`src/hdl/blr_pkg.sv`:
```
// Package for the byte lane realigner: widths, register indexes, shared types
// and the byte-lane swap helpers. No dependencies.
package blr_pkg;

    localparam int WORD_BYTES  = 8;
    localparam int BYTE_W      = 8;
    localparam int WORD_W      = WORD_BYTES * BYTE_W;
    localparam int OFF_W       = $clog2(WORD_BYTES);
    // The realign buffer holds up to one word less a byte of leftovers plus one new word.
    localparam int BUF_BYTES   = 2 * WORD_BYTES - 1;
    localparam int BUF_W       = BUF_BYTES * BYTE_W;
    localparam int CNT_W       = $clog2(BUF_BYTES + 1);
    localparam int LEN_W       = 16;
    localparam int IDX_W       = 14;
    localparam int CFG_IDX_W   = 2;
    localparam int CFG_DATA_W  = LEN_W;
    // Queue depth must be a power of two so that the pointers wrap on their own.
    localparam int QUEUE_DEPTH = 2;
    localparam int QPTR_W      = $clog2(QUEUE_DEPTH);
    localparam int QCNT_W      = $clog2(QUEUE_DEPTH + 1);

    localparam logic [CFG_IDX_W-1:0] CFG_SRC_OFF    = 2'd0;
    localparam logic [CFG_IDX_W-1:0] CFG_DST_OFF    = 2'd1;
    localparam logic [CFG_IDX_W-1:0] CFG_LENGTH     = 2'd2;
    localparam logic [CFG_IDX_W-1:0] CFG_BIG_ENDIAN = 2'd3;

    typedef struct packed {
        logic [OFF_W-1:0] src_off;
        logic [OFF_W-1:0] dst_off;
        logic [LEN_W-1:0] len;
        logic             big_endian;
    } t_cfg;

    // One source word after the front end: bytes in address order, starting at
    // the first byte that belongs to the copy.
    typedef struct packed {
        logic [WORD_W-1:0] bytes;
        logic [CNT_W-1:0]  cnt;
        logic              start;
    } t_pkt;

    function automatic logic [WORD_W-1:0] swap_bytes(input logic [WORD_W-1:0] w);
        logic [WORD_W-1:0] r;
        r = '0;
        for (int j = 0; j < WORD_BYTES; j++) begin
            r[j*BYTE_W +: BYTE_W] = w[(WORD_BYTES-1-j)*BYTE_W +: BYTE_W];
        end
        return r;
    endfunction

    function automatic logic [WORD_BYTES-1:0] swap_lanes(input logic [WORD_BYTES-1:0] e);
        logic [WORD_BYTES-1:0] r;
        r = '0;
        for (int j = 0; j < WORD_BYTES; j++) begin
            r[j] = e[WORD_BYTES-1-j];
        end
        return r;
    endfunction

endpackage

```
`src/hdl/blr_queue.sv`:
```
// Short queue of front-end packets between the front and back ends.
// Depends on blr_pkg.
module blr_queue import blr_pkg::*; (
    input  logic i_clk,
    input  logic i_rst_n,
    input  logic i_push,
    input  t_pkt i_data,
    output logic o_ready,
    output logic o_valid,
    output t_pkt o_data,
    input  logic i_pop
);

    t_pkt              r_mem [QUEUE_DEPTH];
    logic [QPTR_W-1:0] r_wptr;
    logic [QPTR_W-1:0] r_rptr;
    logic [QCNT_W-1:0] r_count;
    logic              push;
    logic              pop;

    assign o_ready = (r_count != QCNT_W'(QUEUE_DEPTH));
    assign o_valid = (r_count != '0);
    assign o_data  = r_mem[r_rptr];
    assign push    = i_push && o_ready;
    assign pop     = i_pop && o_valid;

    always_ff @(posedge i_clk) begin
        if (push) begin
            r_mem[r_wptr] <= i_data;
        end
    end

    always_ff @(posedge i_clk) begin
        if (!i_rst_n) begin
            r_wptr  <= '0;
            r_rptr  <= '0;
            r_count <= '0;
        end else begin
            if (push) begin
                r_wptr <= r_wptr + QPTR_W'(1);
            end
            if (pop) begin
                r_rptr <= r_rptr + QPTR_W'(1);
            end
            if (push && !pop) begin
                r_count <= r_count + QCNT_W'(1);
            end else if (pop && !push) begin
                r_count <= r_count - QCNT_W'(1);
            end
        end
    end

endmodule

```
`config.mk`:
```
export PLATFORM = sky130hd
export DESIGN_NAME = blr_queue
export DESIGN_NICKNAME = d
export VERILOG_FILES = /design/src/hdl/blr_pkg.sv /design/src/hdl/blr_queue.sv
export SDC_FILE = /design/constraint.sdc
export NUM_CORES = 1
export LEC_CHECK = 0
export BUFFER_PORTS_ARGS = -buffer_cell sky130_fd_sc_hd__buf_4
export CAP_MARGIN = 20
export CORE_MARGIN = 3
export CORE_UTILIZATION = 40
export CTS_BUF_LIST = sky130_fd_sc_hd__clkbuf_8
export CTS_CLUSTER_SIZE = 8
export DETAILED_ROUTE_END_ITERATION = 16
export PLACE_DENSITY = 0.72
export SLEW_MARGIN = 20
export SYNTH_ARGS = -nofsm -noshare
export SYNTH_HDL_FRONTEND = slang
export SYNTH_SLANG_ARGS = --single-unit
```
`constraint.sdc`:
```
create_clock -name i_clk -period 6.3 [get_ports i_clk]
set_input_delay 0.315 -clock i_clk [delete_from_list [all_inputs] [get_ports i_clk]]
set_output_delay 0.315 -clock i_clk [all_outputs]
set_load 0.05 [all_outputs]
```
==> impl_metrics.env, run 1 <==
export IMPL_power_switching_uw=1145
export IMPL_p_seq_share_pct=42.3
export IMPL_area_growth_pct=30.49
export IMPL_ant_nets=0
export IMPL_crit_path_max_fo=69
export IMPL_post_cts_resized=0
export IMPL_grtUsageTotal_pct=13.12
export IMPL_holdWs_ns=0.05909
export IMPL_critPathCaptureType="output pin"
export IMPL_die_area_um2=14560
export IMPL_critPathKind="reg2out"
export IMPL_power_share_clock_pct=21.2
export IMPL_worst_path_required_time_ns=5.98
export IMPL_synth_seq_area_share_pct=80.69
export IMPL_timing_hold_worst_start="i_data[24]"
export IMPL_cap_viol_max_count=0
export IMPL_route_detailed_vias_per_inst=4.554
export IMPL_max_slew_margin_rel_pct=35.38
export IMPL_number_of_pins_with_negative_max_slew_slack_in_the_final_report=0
export IMPL_core_rowCount=41
export IMPL_initial_utilization_pct=41.35
export IMPL_final_global_route_overflow_total=0
export IMPL_layout_cell_area_non_filler_um2=6864
export IMPL_clock_sink_count=143
export IMPL_worstSetupStartpointType="flop"
export IMPL_clockRootBuffer="sky130_fd_sc_hd__clkbuf_8"
export IMPL_achievable_frequency_mhz=417.4
export IMPL_ys_seq_elements=143
export IMPL_synth_distinct_cells=21
export IMPL_clock_path_buffers=2
export IMPL_stdcell_count=579
export IMPL_synthesis_nets=313
export IMPL_fin_setup_tns_ns=0
export IMPL_die_width_um=120.7
export IMPL_setup_viol_count_final=0
export IMPL_route_vias_total=2637
export IMPL_setup_clock_skew_after_layout_ns=0.005941
export IMPL_post_synth_instance_area_um2=5260
export IMPL_tightestPinTransition_ns=0.9693
export IMPL_post_route_cells_drive_above_1_share_pct=61.43
export IMPL_finalHoldViolCount=0
export IMPL_cts_hold_repair_buffers=0
export IMPL_min_path_type="in2reg"
export IMPL_clock_latency_ns=0.43
export IMPL_layout_cells_most_common_list="sky130_fd_sc_hd__buf_4 (144), sky130_fd_sc_hd__edfxtp_1 (138), sky130_fd_sc_hd__mux2_2 (59)"
export IMPL_synthesis_yosys_warnings=0
export IMPL_total_internal_power_uw=1896
export IMPL_die_h_um=120.7
export IMPL_r2r_start="r_count[0]"
export IMPL_fin_crit_sh_pct=38.02
export IMPL_cp_arrival_ns=2.08
export IMPL_drt_wirelength_per_cell_um=16.34
export IMPL_power_ir_vdd_worst_mv=0.2647
export IMPL_static_leakage_power_uw=0.002532
export IMPL_grt_start_max_net_pins=70
export IMPL_drc_errors=0
export IMPL_final_common_cell="sky130_fd_sc_hd__buf_4"
export IMPL_syn_avg_cell_area_um2=22.01
export IMPL_drt_pass1_iter_count=4
export IMPL_drt_iter0_markers=126
export IMPL_outcome="completed"
export IMPL_rsz0062_at_grt="false"
export IMPL_diodes=0
export IMPL_buffer_ports_inserted=143
export IMPL_final_min_clock_period_ns=2.396
export IMPL_grt_pass1_vias=2773
export IMPL_finalWeightedCongestion=0.6778
export IMPL_finalWirelength_mm=9.458
export IMPL_h_tree_levels=4
export IMPL_post_dp_cell_area_um2=6506
export IMPL_clock_buffers_created_by_tritoncts=17
export IMPL_coreArea_um2=12720
export IMPL_preCtsSetupSlack_ns=4.318
export IMPL_cts_repair_timing_setup_buffer_count=0
export IMPL_setup_ws_ns=3.904
export IMPL_design_final_nets=468
export IMPL_cts_reportedPaths_clkPinSlew_ns=0.08
export IMPL_combPwrFrac_pct=36.5
export IMPL_synthesis_instances=239
export IMPL_p_sw_share_pct=37.65
export IMPL_grt_pass1_wl_mm=14.03
export IMPL_design_portCount=144
export IMPL_dp_cells=547
export IMPL_antenna_found_initial=0
export IMPL_clock_tree_from_tritoncts="built"
export IMPL_power_density_nw_per_um2=443.0
[sequential cells by signal, summed over array words and instances, names as in the netlist, named ones only]
name and flops:
r_rptr 1, r_mem 138, r_count 2, r_wptr 1
[cells by family (layout without fill, tap and decap cells)]
| logic type | after synthesis | after routing | share of synthesized area, % |
|---|---|---|---|
| compound gates | 5 | 5 | 0.6660 |
| xor+xnor | 3 | 3 | 0.4996 |
| fa+ha+maj | 1 | 1 | 0.2378 |
| buf+inv | 9 | 177 | 1.189 |
| flops | 143 | 143 | 80.69 |
| mux | 69 | 69 | 15.49 |
| simple gates | 9 | 9 | 1.237 |
[synth_stat cells]
cell / instances / area share [%]
sky130_fd_sc_hd__a21bo_2: 1 / 0.19
sky130_fd_sc_hd__ha_1: 1 / 0.24
sky130_fd_sc_hd__nand3b_1: 1 / 0.14
sky130_fd_sc_hd__inv_1: 1 / 0.071
sky130_fd_sc_hd__dfxtp_1: 5 / 1.9
sky130_fd_sc_hd__xor2_1: 1 / 0.17
sky130_fd_sc_hd__o21ai_1: 1 / 0.095
sky130_fd_sc_hd__and3_1: 1 / 0.12
sky130_fd_sc_hd__buf_6: 3 / 0.64
sky130_fd_sc_hd__a21boi_0: 1 / 0.14
sky130_fd_sc_hd__buf_2: 5 / 0.48
sky130_fd_sc_hd__or2_2: 1 / 0.12
sky130_fd_sc_hd__or3_1: 1 / 0.12
sky130_fd_sc_hd__edfxtp_1: 138 / 79
sky130_fd_sc_hd__o21ai_0: 1 / 0.095
sky130_fd_sc_hd__and2_1: 4 / 0.48
sky130_fd_sc_hd__mux2_2: 59 / 13
sky130_fd_sc_hd__xnor2_1: 2 / 0.33
sky130_fd_sc_hd__mux2_4: 10 / 2.9
sky130_fd_sc_hd__a21boi_1: 1 / 0.14
sky130_fd_sc_hd__nand2b_4: 1 / 0.26
[path summary, 6_finish.rpt]
kind                  endpoint  slack, ns  cells past startpoint
hold / removal    r_mem[0][24]       0.06                      1
hold reg to reg     r_count[1]       0.56                      2
setup / recovery     o_data[7]       3.90                      2
setup reg to reg   r_mem[0][6]       4.40                      4
[critical path: stages, from the launching register on]
cell	delay [ns]
sky130_fd_sc_hd__dfxtp_4	1.00
sky130_fd_sc_hd__mux2_2	0.43
sky130_fd_sc_hd__buf_4	0.19
[routing by layer]
metal  global-route usage, %  vias to the layer above  routed length (um)
met5                       0                        -                   0
met4                   6.799                        0                 110
met3                   5.192                        9                 662
met2                   22.00                       91                4927
met1                   14.39                     1288                3758
li1                        -                     1249                   -
[power groups by stage]
stage	combinational (uW)	sequential, uW	clock [uW]
after global placement	1110	1300	0
final	1110	1290	645
after global routing	1160	1300	713
after CTS	1130	1290	667
after detailed placement	1120	1310	0
after floorplan	876	1240	0
[per-stage QoR]
| step | power [uW] | utilization, % |
|---|---|---|
| 6_report | 3041 | 53.95 |
| 5_1_grt | 3172 | 53.95 |
| 4_1_cts | 3084 | 53.95 |
| 3_5_place_dp | 2434 | 51.14 |
| 3_3_place_gp | 2417 | 51.14 |
| 2_1_floorplan | 2114 | - |
[layout make-up]
| type | instances | area (um^2) |
|---|---|---|
| Tap cell | 172 | 215.2 |
| Timing Repair Buffer | 144 | 1081 |
| Sequential cell | 143 | 4248 |
| Inverter | 1 | 3.754 |
| Clock inverter | 15 | 123.9 |
| Clock buffer | 17 | 234.0 |
| Fill cell | 1078 | 5858 |
| Multi-Input combinational cell | 87 | 958.4 |
Power figures use the tool's default switching activity.
==> run 2, diff against run 1 <==
--- a/config.mk
+++ b/config.mk
@@ -5,6 +5,7 @@
 export SDC_FILE = /design/constraint.sdc
 export NUM_CORES = 1
 export LEC_CHECK = 0
+export ABC_AREA = 1
 export BUFFER_PORTS_ARGS = -buffer_cell sky130_fd_sc_hd__buf_4
 export CAP_MARGIN = 20
 export CORE_MARGIN = 3
@@ -12,7 +13,7 @@
 export CTS_BUF_LIST = sky130_fd_sc_hd__clkbuf_8
 export CTS_CLUSTER_SIZE = 8
 export DETAILED_ROUTE_END_ITERATION = 16
-export PLACE_DENSITY = 0.72
+export PLACE_DENSITY = 0.74
 export SLEW_MARGIN = 20
 export SYNTH_ARGS = -nofsm -noshare
 export SYNTH_HDL_FRONTEND = slang
==> constraint.sdc (replaced) <==
create_clock -name i_clk -period 2 [get_ports i_clk]
set_input_delay 0.1 -clock i_clk [delete_from_list [all_inputs] [get_ports i_clk]]
set_output_delay 0.1 -clock i_clk [all_outputs]
set_load 0.05 [all_outputs]
==> impl_metrics.env, run 2 <==
export IMPL_clock_sink_count=143
export IMPL_crit_slowest_cell="sky130_fd_sc_hd__dfxtp_4"
export IMPL_finalHoldViolCount=0
export IMPL_design_final_nets=558
export IMPL_clockRootBuffer="sky130_fd_sc_hd__clkbuf_8"
export IMPL_die_area_um2=14560
export IMPL_timing_hold_worst_start="i_push"
export IMPL_die_h_um=120.7
export IMPL_initial_utilization_pct=41.36
export IMPL_worstSetupStartpointType="flop"
export IMPL_utilization_pct=60.89
export IMPL_min_path_type="in2reg"
export IMPL_number_of_pins_with_negative_max_slew_slack_in_the_final_report=0
export IMPL_synth_common_cells="sky130_fd_sc_hd__edfxtp_1 (138), sky130_fd_sc_hd__mux2_2 (59), sky130_fd_sc_hd__mux2_4 (10), sky130_fd_sc_hd__nand2_1 (9)"
export IMPL_register_area_um2=4249
export IMPL_setup_clock_skew_after_layout_ns=0.01102
export IMPL_largest_register="r_mem"
export IMPL_worst_path_required_time_ns=1.90
export IMPL_grtUsageTotal_pct=14.86
export IMPL_synthesis_nets=326
export IMPL_achievable_frequency_mhz=545.9
export IMPL_critPathCaptureType="output pin"
export IMPL_fin_setup_tns_ns=0
export IMPL_clock_tree_from_tritoncts="built"
export IMPL_worstPathBufferInverterCount=2
export IMPL_coreArea_um2=12720
export IMPL_cap_viol_max_count=0
export IMPL_largest_register_ff_count=138
export IMPL_grt_pass1_vias=3256
export IMPL_drc_errors=0
export IMPL_cp_arrival_ns=1.73
export IMPL_clock_buffers_created_by_tritoncts=17
export IMPL_clock_latency_ns=0.43
export IMPL_core_rowCount=41
export IMPL_regToRegSetupSlack_ns=0.55
export IMPL_cts_reportedPaths_clkPinSlew_ns=0.07
export IMPL_yosys_top_cells_area="sky130_fd_sc_hd__edfxtp_1 (79%), sky130_fd_sc_hd__mux2_2 (13%), sky130_fd_sc_hd__mux2_4 (2.9%)"
export IMPL_synth_distinct_cells=16
export IMPL_design_portCount=144
export IMPL_h_tree_levels=4
export IMPL_post_cts_resized=0
export IMPL_route_detailed_vias_per_inst=4.515
export IMPL_synthDominantCellAreaShare_pct=78.76
export IMPL_path_common_cell="sky130_fd_sc_hd__buf_4"
export IMPL_power_density_nw_per_um2=1272
export IMPL_clock_path_buffers=2
export IMPL_diodes=0
export IMPL_cp_slowest_stage_delay_ns=0.47
export IMPL_grt_pass1_wl_mm=16.07
export IMPL_synth_seq_area_share_pct=80.67
export IMPL_post_route_cells_drive_above_1_share_pct=52.02
export IMPL_setup_viol_count_final=0
export IMPL_dp_final_hpwl_mm=6.250
export IMPL_route_vias_total=3016
export IMPL_max_slew_margin_rel_pct=77.38
export IMPL_outcome="completed"
export IMPL_final_min_clock_period_ns=1.832
export IMPL_final_global_route_overflow_total=0
export IMPL_ys_seq_elements=143
export IMPL_critical_path_cell_chain="buf_4 > mux2_2 > buf_4"
export IMPL_drt_iter0_markers=124
export IMPL_critPathKind="reg2out"
export IMPL_r2r_start="r_count[1]"
export IMPL_synthMostInstantiatedCell="sky130_fd_sc_hd__edfxtp_1"
export IMPL_area_growth_pct=47.23
export IMPL_drt_wirelength_per_cell_um=15.77
export IMPL_antenna_found_initial=0
export IMPL_finalWeightedCongestion=0.7013
export IMPL_largest_registers="r_mem x138, r_count x2"
export IMPL_multi_input_comb_area_um2=972.2
export IMPL_synthesis_yosys_warnings=0
export IMPL_drt_pass1_iter_count=4
export IMPL_layout_cells_most_common_list="sky130_fd_sc_hd__buf_4 (147), sky130_fd_sc_hd__edfxtp_1 (138), sky130_fd_sc_hd__dlygate4sd3_1 (70)"
export IMPL_die_width_um=120.7
export IMPL_yosysTopAreaCell="sky130_fd_sc_hd__edfxtp_1"
export IMPL_ys_dominant_reg_cell="sky130_fd_sc_hd__edfxtp_1"
export IMPL_tightestPinTransition_ns=0.3394
export IMPL_crit_path_max_fo=13
export IMPL_final_common_cell="sky130_fd_sc_hd__buf_4"
export IMPL_static_leakage_power_uw=0.002942
export IMPL_syn_avg_cell_area_um2=20.88
export IMPL_finalWirelength_mm=10.53
export IMPL_nFillCells=961
export IMPL_synthesis_instances=252
export IMPL_power_ir_vdd_worst_mv=0.6624
export IMPL_overall_power_uw=9854
export IMPL_ant_nets=0
export IMPL_rsz0062_at_grt="false"
export IMPL_grt_start_max_net_pins=60
export IMPL_synth_edf_count=138
export IMPL_path_delay_family="flip-flops"
export IMPL_buffer_ports_inserted=143
export IMPL_fin_crit_sh_pct=91.60
export IMPL_post_synth_instance_area_um2=5261
export IMPL_postSynth_asyncResetShare_pct=0
-- run 2: cell count changes in the layout (fill, tap and decap cells not counted), moves of 4 or more --
| cell | change |
|---|---|
| sky130_fd_sc_hd__dlygate4sd3_1 | +70 |
| sky130_fd_sc_hd__and2_1 | -4 |
| sky130_fd_sc_hd__nand2_1 | +7 |
| sky130_fd_sc_hd__nor2_1 | +6 |
| sky130_fd_sc_hd__inv_1 | +7 |
| sky130_fd_sc_hd__clkinvlp_4 | -4 |
-- run 2: worst reg2reg max path, cell delays in order, from the launching register on --
cell and delay (ns):
sky130_fd_sc_hd__dfxtp_1 0.48, sky130_fd_sc_hd__o21a_1 0.22, sky130_fd_sc_hd__inv_1 0.05, sky130_fd_sc_hd__ha_1 0.29
sky130_fd_sc_hd__inv_1 0.09, sky130_fd_sc_hd__nand3_1 0.08, sky130_fd_sc_hd__nand2_1 0.06, sky130_fd_sc_hd__inv_1 0.04
sky130_fd_sc_hd__nor2_1 0.09
-- run 2: area by class of cell --
type / count / share of cell area (%)
clock buffer: 17 / 3.021
multi-input combinational: 93 / 12.55
clock inverter: 14 / 2.164
inverter: 8 / 0.4200
tap: 172 / 2.778
sequential: 143 / 54.85
timing repair buffer: 221 / 24.21
-- run 2: worst paths after layout --
check	end	cells past startpoint
worst max-delay path	o_data[63]	3
worst max register to register	r_count[1]	8
worst min-delay path	r_wptr	4
worst min register to register	flop	2
-- run 2: kinds of logic (layout without fill, tap and decap cells) --
kind of cell	Yosys count	count (layout)	share of synthesized area [%]
muxes	69	69	15.48
AOI/OAI and AO/OA	4	4	0.4280
buffers and inverters	16	260	1.760
and+or+nand+nor	19	19	1.427
DFF	143	143	80.67
adders and majority gates	1	1	0.2378
-- run 2: repair_timing --
item | 4_1_cts | 5_1_grt
hold endpoints to repair | 143 | 0
setup endpoints to repair | 7 | 0
setup buffers | 1 | 0
hold buffers | 70 | 0
-- run 2: power breakdown --
group | switching [uW] | internal, uW | leakage, uW
combinational | 2350 | 1300 | 0.00141
clock | 1040 | 1220 | 0.000198
sequential | 152 | 3790 | 0.00133
total | 3550 | 6310 | 0.00294
-- run 2: through the flow --
step / hold slack [ns] / instance area [um^2] / cells / setup WS (ns)
2_1_floorplan: 0.1989 / 5313 / 252 / -0.04953
3_3_place_gp: 0.2850 / 6633 / 566 / 0.4664
3_5_place_dp: 0.2876 / 6633 / 566 / 0.4672
4_1_cts: 0.008852 / 7746 / 668 / 0.1193
5_1_grt: 0.04206 / 7746 / 668 / 0.05862
6_report: 0.05509 / 7746 / 668 / 0.1681
-- run 2: layer usage --
metal | up-vias | global-route usage [%] | wire length, um | share of wire [%]
met3 | 16 | 5.472 | 666 | 6.3
met1 | 1458 | 15.21 | 3886 | 37
met2 | 107 | 26.72 | 5755 | 55
met5 | - | 0 | 0 | 0
met4 | 0 | 7.082 | 224 | 2.1
li1 | 1435 | - | - | -
